==> src/rtl/button_press_duration_classifier_assert.svh <==
// ----------------------------------------------------------------------------
// Assertion macros shared by the button press classifier RTL.
// Each macro expects the module to have ports named clock and reset.
// ----------------------------------------------------------------------------
`ifndef BUTTON_PRESS_DURATION_CLASSIFIER_ASSERT_SVH
`define BUTTON_PRESS_DURATION_CLASSIFIER_ASSERT_SVH

// The consequent must hold in the same cycle as the antecedent.
`define BPDC_ASSERT_SAME(label, ante, cons, msg) \
   label: assert property (@(posedge clock) disable iff (reset) (ante) |-> (cons)) \
      else $error(msg);

// The consequent must hold in the cycle after the antecedent.
`define BPDC_ASSERT_NEXT(label, ante, cons, msg) \
   label: assert property (@(posedge clock) disable iff (reset) (ante) |=> (cons)) \
      else $error(msg);

`endif

==> src/rtl/bpdc_pkg.sv <==
// ----------------------------------------------------------------------------
// bpdc_pkg
// Types and constants of the button press duration classifier.
// ----------------------------------------------------------------------------
`default_nettype none

package bpdc_pkg;

   // Field and port widths.
   localparam int CSR_INDEX_W = 8;
   localparam int CSR_DATA_W  = 16;
   localparam int TDATA_W     = 8;
   localparam int EVENT_W     = 2;

   // Register indexes of the configuration port.
   localparam logic [CSR_INDEX_W-1:0] REG_SETTLE_SAMPLES    = 8'd0;
   localparam logic [CSR_INDEX_W-1:0] REG_SAMPLES_PER_UNIT  = 8'd1;
   localparam logic [CSR_INDEX_W-1:0] REG_SHORT_LIMIT_UNITS = 8'd2;
   localparam logic [CSR_INDEX_W-1:0] REG_TIMEOUT_UNITS     = 8'd3;

   // Register reset values.
   localparam logic [7:0]  RST_SETTLE_SAMPLES    = 8'd5;
   localparam logic [15:0] RST_SAMPLES_PER_UNIT  = 16'd500;
   localparam logic [7:0]  RST_SHORT_LIMIT_UNITS = 8'd5;
   localparam logic [7:0]  RST_TIMEOUT_UNITS     = 8'd50;

   // Press event codes.
   localparam logic [EVENT_W-1:0] EV_NONE  = 2'd0;
   localparam logic [EVENT_W-1:0] EV_SHORT = 2'd1;
   localparam logic [EVENT_W-1:0] EV_LONG  = 2'd2;

   // Detector phase.
   typedef enum logic [1:0] {
      PH_IDLE   = 2'd0,
      PH_SETTLE = 2'd1,
      PH_HOLD   = 2'd2
   } phase_type;

   // Configuration register set as seen by the detector.
   typedef struct packed {
      logic [7:0]  settle_samples;
      logic [15:0] samples_per_unit;
      logic [7:0]  short_limit_units;
      logic [7:0]  timeout_units;
   } cfg_type;

endpackage

`default_nettype wire

==> src/rtl/bpdc_csr.sv <==
// ----------------------------------------------------------------------------
// bpdc_csr
// Configuration registers, written through an indexed valid/ready port.
// ----------------------------------------------------------------------------
`default_nettype none

module bpdc_csr
   import bpdc_pkg::*;
(
   input  wire logic                   clock,
   input  wire logic                   reset,
   input  wire logic                   csr_valid,
   output      logic                   csr_ready,
   input  wire logic [CSR_INDEX_W-1:0] csr_index,
   input  wire logic [CSR_DATA_W-1:0]  csr_data,
   output      cfg_type                cfg
);

   cfg_type cfg_ff;
   cfg_type cfg_in;

   // Writes are always taken.
   assign csr_ready = 1'b1;

   // Decode the index; unknown indexes leave the registers untouched.
   always_comb begin
      cfg_in = cfg_ff;
      if (csr_valid) begin
         unique case (csr_index)
            REG_SETTLE_SAMPLES:    cfg_in.settle_samples    = csr_data[7:0];
            REG_SAMPLES_PER_UNIT:  cfg_in.samples_per_unit  = csr_data;
            REG_SHORT_LIMIT_UNITS: cfg_in.short_limit_units = csr_data[7:0];
            REG_TIMEOUT_UNITS:     cfg_in.timeout_units     = csr_data[7:0];
            default:               cfg_in = cfg_ff;
         endcase
      end
   end

   always_ff @(posedge clock) begin
      if (reset) begin
         cfg_ff.settle_samples    <= RST_SETTLE_SAMPLES;
         cfg_ff.samples_per_unit  <= RST_SAMPLES_PER_UNIT;
         cfg_ff.short_limit_units <= RST_SHORT_LIMIT_UNITS;
         cfg_ff.timeout_units     <= RST_TIMEOUT_UNITS;
      end else begin
         cfg_ff <= cfg_in;
      end
   end

   assign cfg = cfg_ff;

endmodule

`default_nettype wire

==> src/rtl/bpdc_core.sv <==
// ----------------------------------------------------------------------------
// bpdc_core
// Edge, settle and hold-unit state machine; one sample per step.
// ----------------------------------------------------------------------------
`default_nettype none

module bpdc_core
   import bpdc_pkg::*;
(
   input  wire logic               clock,
   input  wire logic               reset,
   input  wire logic               step,
   input  wire logic               level,
   input  wire cfg_type            cfg,
   output      logic [EVENT_W-1:0] press_event
);

`include "button_press_duration_classifier_assert.svh"

   phase_type   phase_ff, phase_in;
   logic        prev_ff, prev_in;
   logic [7:0]  settle_ff, settle_in;
   logic [15:0] usc_ff, usc_in;
   logic [7:0]  held_ff, held_in;

   logic [7:0]  settle_inc;
   logic [15:0] usc_inc;
   logic [7:0]  held_inc;
   logic        settle_done;
   logic        unit_done;
   logic        hold_stop;
   logic        timed_out;
   logic        edge_seen;

   // Saturating counters and the compares that drive the phase changes.
   always_comb begin
      settle_inc  = (!level) ? ((settle_ff == 8'hFF) ? settle_ff : settle_ff + 8'd1) : 8'd0;
      usc_inc     = (usc_ff == 16'hFFFF) ? usc_ff : usc_ff + 16'd1;
      held_inc    = (held_ff == 8'hFF) ? held_ff : held_ff + 8'd1;
      settle_done = (settle_inc >= cfg.settle_samples);
      unit_done   = (usc_inc >= cfg.samples_per_unit);
      hold_stop   = (cfg.timeout_units <= 8'd1);
      timed_out   = (held_inc >= cfg.timeout_units);
      edge_seen   = !level && prev_ff;
   end

   // Next phase.
   always_comb begin
      phase_in = phase_ff;
      unique case (phase_ff)
         PH_SETTLE: begin
            if (settle_done) begin
               phase_in = hold_stop ? PH_IDLE : PH_HOLD;
            end
         end
         PH_HOLD: begin
            if (unit_done && (level || timed_out)) begin
               phase_in = PH_IDLE;
            end
         end
         default: begin
            phase_in = PH_IDLE;
            if (edge_seen) begin
               if (cfg.settle_samples == 8'd0) begin
                  phase_in = hold_stop ? PH_IDLE : PH_HOLD;
               end else begin
                  phase_in = PH_SETTLE;
               end
            end
         end
      endcase
   end

   // Counters, tracked level and the press event.
   always_comb begin
      prev_in     = prev_ff;
      settle_in   = settle_ff;
      usc_in      = usc_ff;
      held_in     = held_ff;
      press_event = EV_NONE;
      unique case (phase_ff)
         PH_SETTLE: begin
            settle_in = settle_inc;
            if (settle_done) begin
               held_in = 8'd1;
               usc_in  = 16'd0;
               if (hold_stop) begin
                  prev_in = 1'b0;
               end
            end
         end
         PH_HOLD: begin
            usc_in = usc_inc;
            if (unit_done) begin
               usc_in = 16'd0;
               if (!level) begin
                  held_in = held_inc;
                  if (timed_out) begin
                     prev_in = 1'b0;
                  end
               end else begin
                  press_event = (held_ff < cfg.short_limit_units) ? EV_SHORT : EV_LONG;
                  prev_in     = 1'b1;
               end
            end
         end
         default: begin
            if (edge_seen) begin
               settle_in = 8'd0;
               prev_in   = 1'b0;
               if (cfg.settle_samples == 8'd0) begin
                  held_in = 8'd1;
                  usc_in  = 16'd0;
               end
            end else begin
               prev_in = level;
            end
         end
      endcase
   end

   // State registers advance once per accepted sample.
   always_ff @(posedge clock) begin
      if (reset) begin
         phase_ff  <= PH_IDLE;
         prev_ff   <= 1'b1;
         settle_ff <= 8'd0;
         usc_ff    <= 16'd0;
         held_ff   <= 8'd0;
      end else if (step) begin
         phase_ff  <= phase_in;
         prev_ff   <= prev_in;
         settle_ff <= settle_in;
         usc_ff    <= usc_in;
         held_ff   <= held_in;
      end
   end

   // An event only comes from a unit check in the hold phase.
   `BPDC_ASSERT_SAME(a_event_in_hold, press_event != EV_NONE, phase_ff == PH_HOLD && unit_done && level, "press event outside a hold check")
   // Holding always has at least one unit counted.
   `BPDC_ASSERT_SAME(a_hold_units, phase_ff == PH_HOLD, held_ff != 8'd0, "hold phase with zero units")
   // A reported release returns to idle with the button seen released.
   `BPDC_ASSERT_NEXT(a_event_to_idle, step && press_event != EV_NONE, phase_ff == PH_IDLE && prev_ff, "no return to idle after event")

endmodule

`default_nettype wire

==> src/rtl/button_press_duration_classifier.sv <==
// ----------------------------------------------------------------------------
// button_press_duration_classifier
// Debounced short/long press detector for one active-low push button.
// ----------------------------------------------------------------------------
// Usage:
//   The req channel takes one button sample per word (bit 0, 0 = pressed).
//   The rsp channel returns one word per sample with the press event in
//   bits 1:0 (0 none, 1 short, 2 long). The csr channel writes the settle
//   length, hold unit length, short limit and timeout by register index.
//   A sample is latched in an input register and passes the state machine
//   into the output register, from which rsp returns it. One sample is
//   taken every clock cycle while the receiver keeps up; the state machine
//   updates once per sample.
//   Reset empties both registers, returns the detector to idle with the
//   button taken as released, and loads the default configuration.
//   When the receiver stalls, the output word holds, the input register
//   fills with one more sample, and req_tready then drops until rsp moves.
// ----------------------------------------------------------------------------
`default_nettype none

module button_press_duration_classifier
   import bpdc_pkg::*;
(
   input  wire logic                   clock,
   input  wire logic                   reset,
   input  wire logic                   req_tvalid,
   output      logic                   req_tready,
   input  wire logic [TDATA_W-1:0]     req_tdata,   // [0] button_level
   output      logic                   rsp_tvalid,
   input  wire logic                   rsp_tready,
   output      logic [TDATA_W-1:0]     rsp_tdata,   // [1:0] press_event
   input  wire logic                   csr_valid,
   output      logic                   csr_ready,
   input  wire logic [CSR_INDEX_W-1:0] csr_index,
   input  wire logic [CSR_DATA_W-1:0]  csr_data
);

`include "button_press_duration_classifier_assert.svh"

   cfg_type            cfg;
   logic               in_valid_ff;
   logic               in_level_ff;
   logic               out_valid_ff;
   logic [EVENT_W-1:0] out_event_ff;
   logic [EVENT_W-1:0] press_event;
   logic               advance;
   logic               step;

   bpdc_csr u_csr (
      .clock     (clock),
      .reset     (reset),
      .csr_valid (csr_valid),
      .csr_ready (csr_ready),
      .csr_index (csr_index),
      .csr_data  (csr_data),
      .cfg       (cfg)
   );

   // The output register frees up when empty or when its word is taken.
   assign advance    = !out_valid_ff || rsp_tready;
   assign step       = in_valid_ff && advance;
   assign req_tready = !in_valid_ff || advance;

   bpdc_core u_core (
      .clock       (clock),
      .reset       (reset),
      .step        (step),
      .level       (in_level_ff),
      .cfg         (cfg),
      .press_event (press_event)
   );

   // Input register.
   always_ff @(posedge clock) begin
      if (reset) begin
         in_valid_ff <= 1'b0;
      end else if (req_tready) begin
         in_valid_ff <= req_tvalid;
      end
   end

   always_ff @(posedge clock) begin
      if (req_tready && req_tvalid) begin
         in_level_ff <= req_tdata[0];
      end
   end

   // Result register.
   always_ff @(posedge clock) begin
      if (reset) begin
         out_valid_ff <= 1'b0;
      end else if (advance) begin
         out_valid_ff <= in_valid_ff;
      end
   end

   always_ff @(posedge clock) begin
      if (step) begin
         out_event_ff <= press_event;
      end
   end

   assign rsp_tvalid = out_valid_ff;
   assign rsp_tdata  = {{(TDATA_W-EVENT_W){1'b0}}, out_event_ff};

   // A processed sample always lands in the output register.
   `BPDC_ASSERT_NEXT(a_step_fills_out, step, out_valid_ff, "processed sample lost")
   // A held input sample is not dropped while the output is stalled.
   `BPDC_ASSERT_NEXT(a_in_held, in_valid_ff && !advance, in_valid_ff && $stable(in_level_ff), "input sample dropped during stall")
   // An empty input register always takes a new sample.
   `BPDC_ASSERT_SAME(a_in_ready, !in_valid_ff, req_tready, "empty input register not ready")

endmodule

`default_nettype wire

==> config.mk <==
export PLATFORM = sky130hd
export DESIGN_NAME = button_press_duration_classifier
export DESIGN_NICKNAME = d
export VERILOG_FILES = /design/src/rtl/bpdc_pkg.sv /design/src/rtl/bpdc_csr.sv /design/src/rtl/bpdc_core.sv /design/src/rtl/button_press_duration_classifier.sv
export VERILOG_INCLUDE_DIRS = /design/src /design/src/rtl
export SDC_FILE = /design/constraint.sdc
export NUM_CORES = 1
export LEC_CHECK = 0
export BUFFER_PORTS_ARGS = -buffer_cell sky130_fd_sc_hd__buf_2
export CORE_MARGIN = 3
export CORE_UTILIZATION = 35
export CTS_BUF_LIST = sky130_fd_sc_hd__clkbuf_16
export CTS_CLUSTER_SIZE = 10
export DETAILED_ROUTE_END_ITERATION = 6
export SLEW_MARGIN = 20
export SYNTH_ARGS = -nofsm -noshare
export SYNTH_HDL_FRONTEND = slang
export SYNTH_SLANG_ARGS = --single-unit
export TNS_END_PERCENT = 50
==> constraint.sdc <==
create_clock -name clock -period 3.6 [get_ports clock]
set_input_delay 1.08 -clock clock [delete_from_list [all_inputs] [get_ports clock]]
set_output_delay 1.08 -clock clock [all_outputs]
set_load 0.1 [all_outputs]
==> Word-level counts from Yosys, hierarchy flattened <==
Index checks and enable logic that the tools add are counted.
W data, S select, Z words.
{ "op_classes": {"reduce_logical": 25, "n_bitwise": 1, "mux": 31, "add_sub_neg": 3, "eq_ne": 14, "n_lt_le_gt_ge": 5} }
{ "op_table": {"columns": ["operator", "n"], "rows": [
  ["$mux W16", 5],
  ["$mux W8", 9],
  ["$pmux W16 S2", 1],
  ["$pmux W8 S2", 2],
  ["$add A16 B1 Y16 const B", 1],
  ["$add A8 B1 Y8 const B", 2],
  ["$eq A16 B16 Y1 const B", 1],
  ["$eq A8 B2 Y1 const B", 2],
  ["$eq A8 B8 Y1 const B", 2],
  ["$ge A16 B16 Y1", 1],
  ["$ge A8 B8 Y1", 2],
  ["$logic_not A8 Y1", 2],
  ["$mux W2", 6],
  ["$reduce_and A3 Y1", 3],
  ["$eq A8 B1 Y1 const B", 1],
  ["$le A8 B1 Y1 const B", 1],
  ["$lt A8 B8 Y1", 1],
  ["$ne A2 B1 Y1 const B", 4],
  ["$reduce_and A2 Y1", 4],
  ["$mux W1", 6],
  ["$reduce_and A6 Y1", 1],
  ["$reduce_bool A3 Y1", 2],
  ["$reduce_and A5 Y1", 1],
  ["$logic_and A1 B1 Y1", 4],
  ["other kinds (11)", 15]
]} }
{ "word_totals": {"out_inout_bits": 11, "regBits": 80, "in_bits": 37, "wordCells": 92} }

==> Depth between registers and ports, before layout <==
{ "logic_depth": {"ltp_word": 7, "ltp_mapped": 16, "mapped_depth_nobuf": 15} }

==> Cells and area by module <==
A second synthesis with hierarchy kept.
{ "unflattened": {"hier_cells": 635, "hier_area_um2": 5406.4} }
{ "by_module_without_submodules": {"columns": ["mod", "cells_each", "area_each_um2", "n_inst"], "rows": [
  ["bpdc_core", 453, 3468.3, 1],
  ["bpdc_csr", 162, 1695.4, 1],
  ["button_press_duration_classifier", 20, 242.7, 1]
]} }

==> Worst setup path after synthesis <==
Ideal clock, no wire load.
{ "synth_path": {"path_kind": "reg-to-reg", "from": "register u_core.usc_ff[0]", "to": "register u_core.usc_ff[5]", "stages_incl_launch_ff": 16, "slack_ns": 0.238, "setup_ns": 0.070, "arrival_ns": 3.292, "period_less_slack_ns": 3.362, "t_required_ns": 3.530, "cell_sequence": "dfxtp_1 -> ha_1 -> nand2_1 -> or2_2 -> o21a_1 -> and2_1 -> xor2_1 -> ha_1 -> a21oi_1 -> o21ai_1 -> a221oi_2 -> and4_1 -> buf_6 -> nand2_1 -> or3_1 -> a21oi_1"} }
{ "synth_between": {"elab_chain_cells": 5, "word_cells_on_any_way": 6, "classes_between": "1 x add/sub; 1 x order compare; 1 x eq/ne; 3 x mux"} }
{ "synth_lines": {"columns": ["item", "line", "rtl"], "rows": [
  ["start: declaration", "bpdc_core.sv:23", "logic [15:0] usc_ff, usc_in;"],
  ["start signal: assignment", "bpdc_core.sv:134", "usc_ff <= usc_in;"],
  ["$add A16 B1 Y16 or $eq A16 B16 Y1 (tied branches)", "bpdc_core.sv:38", "usc_inc = (usc_ff == 16'hFFFF) ? usc_ff : usc_ff + 16'd1;"],
  ["$mux W16 *", "bpdc_core.sv:38", null],
  ["$ge A16 B16 Y1", "bpdc_core.sv:41", "unit_done = (usc_inc >= cfg.samples_per_unit);"],
  ["$mux W16 *", "bpdc_core.sv:94", "if (unit_done) begin"],
  ["$pmux W16 S2 *", "bpdc_core.sv:81", "unique case (phase_ff)"]
]} }
Every way passes the cells marked *; elsewhere a longest branch is shown, timed or not.
A chain may end at the register's enable or synchronous reset.

==> Final worst setup path <==
{ "layout_path": {"from": "register u_core.usc_ff[0]", "to": "register u_core.held_ff[0]"} }
{ "layout_between": {"elab_chain_cells": 5, "word_cells_on_any_way": 6, "classes_between": "1 x add/sub; 1 x order compare; 2 x eq/ne; 1 x mux; 1 x reduce/logical"} }
{ "layout_lines": {"columns": ["item", "line", "rtl"], "rows": [
  ["$add A16 B1 Y16 or $eq A16 B16 Y1 (tied branches)", "bpdc_core.sv:38", null],
  ["$mux W16 *", "bpdc_core.sv:38", null],
  ["$ge A16 B16 Y1 *", "bpdc_core.sv:41", null],
  ["$ne A2 B1 Y1 (no source line) *", null, null],
  ["$reduce_and A6 Y1 (no source line) *", null, null],
  ["end signal: assignment", "bpdc_core.sv:135", "held_ff <= held_in;"],
  ["end: declaration", "bpdc_core.sv:24", "logic [7:0] held_ff, held_in;"]
]} }
Marked as above.

==> impl_metrics.env <==
export IMPL_cts_tree="yes"
export IMPL_gr_total_overflow=0
export IMPL_hp_class="reg -> reg"
export IMPL_clock_path_buffers=2
export IMPL_cts_sinks=80
export IMPL_pre_cts_slack_ns=0.0372
export IMPL_antennaDiodeCount=0
export IMPL_min_period_ns=3.44
export IMPL_grt_pass1_wl_um=19300
export IMPL_syn2layout_area_growth_pct=17.7
export IMPL_final_common_cell="nor2_1"
export IMPL_grt_total_usage_pct=16.3
export IMPL_max_cap_violations=0
export IMPL_yosysWarnings=0
export IMPL_layout_drive_gt1_share_pct=16.7
export IMPL_vdd_ir_drop_max_v=0.000316
export IMPL_p_total_mw=1.92
export IMPL_outcome="complete, no violations"
export IMPL_synth_cell_area_mm2=0.00483
export IMPL_drc=0
export IMPL_grt_pass1_vias=4030
export IMPL_ant_nets=0
export IMPL_fin_ws_ns=0.161
export IMPL_die_h_um=124
export IMPL_dieArea_mm2=0.0153
export IMPL_clk_transition_reported_paths_ns=0.07
export IMPL_dr_pass1_iters=4
export IMPL_wl_per_cell_um=14.3
export IMPL_fmax_mhz=291
export IMPL_synth_flop_cell="dfxtp_1"
export IMPL_tritoncts_num_buffers=9
export IMPL_finalHoldViolCount=0
export IMPL_final_cell_mix="nor2_1 (75), dfxtp_1 (72), nand2_1 (53)"
export IMPL_drtIter0Drc=252
export IMPL_synth_cells=571
export IMPL_crit_arrival_ns=3.68
export IMPL_leakage_nw=2.60
export IMPL_clkLatencyLatePin_ns=0.35
export IMPL_routed_wl_um=11600
export IMPL_path_cells="ha_1 -> nand2_1 -> or2_4 -> o21a_1 -> and2_1 -> xor2_1 -> ha_1 -> and4_1 -> nand2_1 -> or4_4 -> a31oi_4 -> buf_4 -> nand3_4 -> o311a_1"
export IMPL_fin_skew_ns=0.0113
export IMPL_nets=710
export IMPL_fin_cells=810
export IMPL_async_reset_ff_share_pct=0
export IMPL_cts_hold_buf=0
export IMPL_start_util_pct=36.2
export IMPL_drv_slew=0
export IMPL_worst_slew_pin_slew_ns=0.595
export IMPL_die_w_um=124
export IMPL_ys_ff_latch=80
export IMPL_place_hpwl_um=8800
export IMPL_setup_violations=0
export IMPL_cp_slowest_stage_delay_ns=0.48
export IMPL_slew_headroom_pct=60.1
export IMPL_cp_max_fo=6
export IMPL_viasPerCell=5.12
export IMPL_cp_end_kind="flip-flop"
export IMPL_dp_cells=791
export IMPL_critPathBufInv=1
export IMPL_synth_seq_area_share_pct=33.8
export IMPL_num_rows=42
export IMPL_ys_types=62
export IMPL_syn_avg_cell_area_um2=8.46
export IMPL_fin_crit_sh_pct=95.5
export IMPL_portBuffers=33
export IMPL_pwr_density_cell_mw_per_mm2=339
export IMPL_h_tree_depth=3
export IMPL_gp_congestion=0.875
export IMPL_vias=4145
export IMPL_criticalPathCategory="reg -> reg"
export IMPL_worstSetupStartpointType="flip-flop"
export IMPL_crit_slowest_cell="or4_4"
export IMPL_synth_edf_count=3
export IMPL_antenna_found_initial=0
export IMPL_cp_top_family="simple AND/OR/NAND/NOR gates"
export IMPL_grt_start_max_net_pins=46
export IMPL_ios=48
export IMPL_core_mm2=0.0133
export IMPL_cts_root_buffer="clkbuf_16"
export IMPL_crit_required_ns=3.84
[flip-flops by register name (all words and copies together) (netlist names)]
name / cells
u_core.settle_ff: 8
rsp_tvalid: 1
u_core.phase_ff: 2
u_csr.cfg: 40
u_core.prev_ff: 1
in_level_ff: 1
in_valid_ff: 1
u_core.usc_ff: 16
u_core.held_ff: 8
out_event_ff: 2
[cell families (layout without fill, tap and decap cells)]
kind of cell             Yosys count  in the layout  share of synthesized area (%)
multiplexers                      44             44                           9.14
other                              2              7                          0.155
adder cells (fa/ha/maj)           44             44                           11.4
XOR/XNOR                          15             15                           2.72
AND/OR/NAND/NOR                  217            217                           22.0
flip-flops                        80             80                           33.8
buffers and inverters             71            129                           6.40
AO/OA/AOI/OAI                     98             98                           14.4
[power by group]
group,switching [mW],internal (mW)
Combinational,0.100,0.0355
Clock,0.408,0.480
Sequential,0.00559,0.896
Total,0.513,1.41
[cell usage after synthesis (all sizes together) (3+ instances only)]
library cell,number,area [um^2]
and2,5,31.3
and3,5,31.3
o211ai,3,22.5
nor4,6,43.8
nor3b,3,22.5
dfxtp,77,1540
nand4,9,56.3
nand2,53,199
a31oi,4,40.0
a22oi,12,90.1
mux2i,43,430
or3,4,25.0
nor3,4,25.0
nor2,76,288
xnor2,12,105
o2bb2ai,4,35.0
nand2b,5,31.3
xor2,3,26.3
ha,44,551
a211oi,5,37.5
nand3b,7,52.6
a21oi,26,130
clkbuf,13,48.8
edfxtp,3,90.1
o21a,5,37.5
o21ai,16,80.1
and4,5,43.8
a21o,7,52.6
buf,13,91.3
inv,45,169
nand3,23,128
nor2b,7,43.8
[metal layers]
metal	global-route usage, %	share of wire (%)	routed length [um]	vias up
met3	4.25	4.8	562	10
met4	4.01	1.4	158	0
met5	0	0	0	-
met2	28.5	49	5740	73
met1	19.8	44	5140	1949
li1	-	-	-	2113
[per-stage QoR]
step / hold WS, ns / setup TNS, ns / utilization (%) / area, um^2
CTS: 0.479 / 0 / 42.2 / 5630
floorplan: 0.445 / 0 / - / 4850
finish: 0.476 / 0 / 42.6 / 5690
detailed placement: 0.463 / 0 / 40.1 / 5350
global route: 0.504 / -0.0578 / 42.6 / 5690
global placement: 0.458 / 0 / 40.1 / 5350
[layout make-up]
class                      instances  area, um^2
multi-input combinational        425        2930
tap                              176         220
sequential                        80        1640
clock buffer                       9         225
fill                            1351        7660
inverter                          45         169
clock inverter                     7        60.1
timing repair buffer              68         440
[worst paths after layout]
check	startpoint	to	slack, ns	cells after the start
setup reg to reg	u_core.usc_ff[0]	u_core.held_ff[0]	0.16	14
hold reg to reg	u_csr.cfg[24]	u_csr.cfg[24]	0.48	2
setup / recovery	u_core.usc_ff[0]	u_core.held_ff[0]	0.16	14
hold / removal	u_csr.cfg[24]	u_csr.cfg[24]	0.48	2
[worst reg2reg max path, cell delays in order, from the launching register on]
cell and delay (ns):
dfxtp_1 0.33, ha_1 0.21, nand2_1 0.10, or2_4 0.28, o21a_1 0.23, and2_1 0.20
xor2_1 0.15, ha_1 0.31, and4_1 0.18, nand2_1 0.10, or4_4 0.48, a31oi_4 0.18
buf_4 0.16, nand3_4 0.12, o311a_1 0.32
[timing repair]
action | in CTS | in global routing
setup buffers | 0 | 3
endpoints found under the setup margin | 0 | 27
gates resized for setup | 0 | 12
Note: power is estimated with default switching activity, not from simulation.
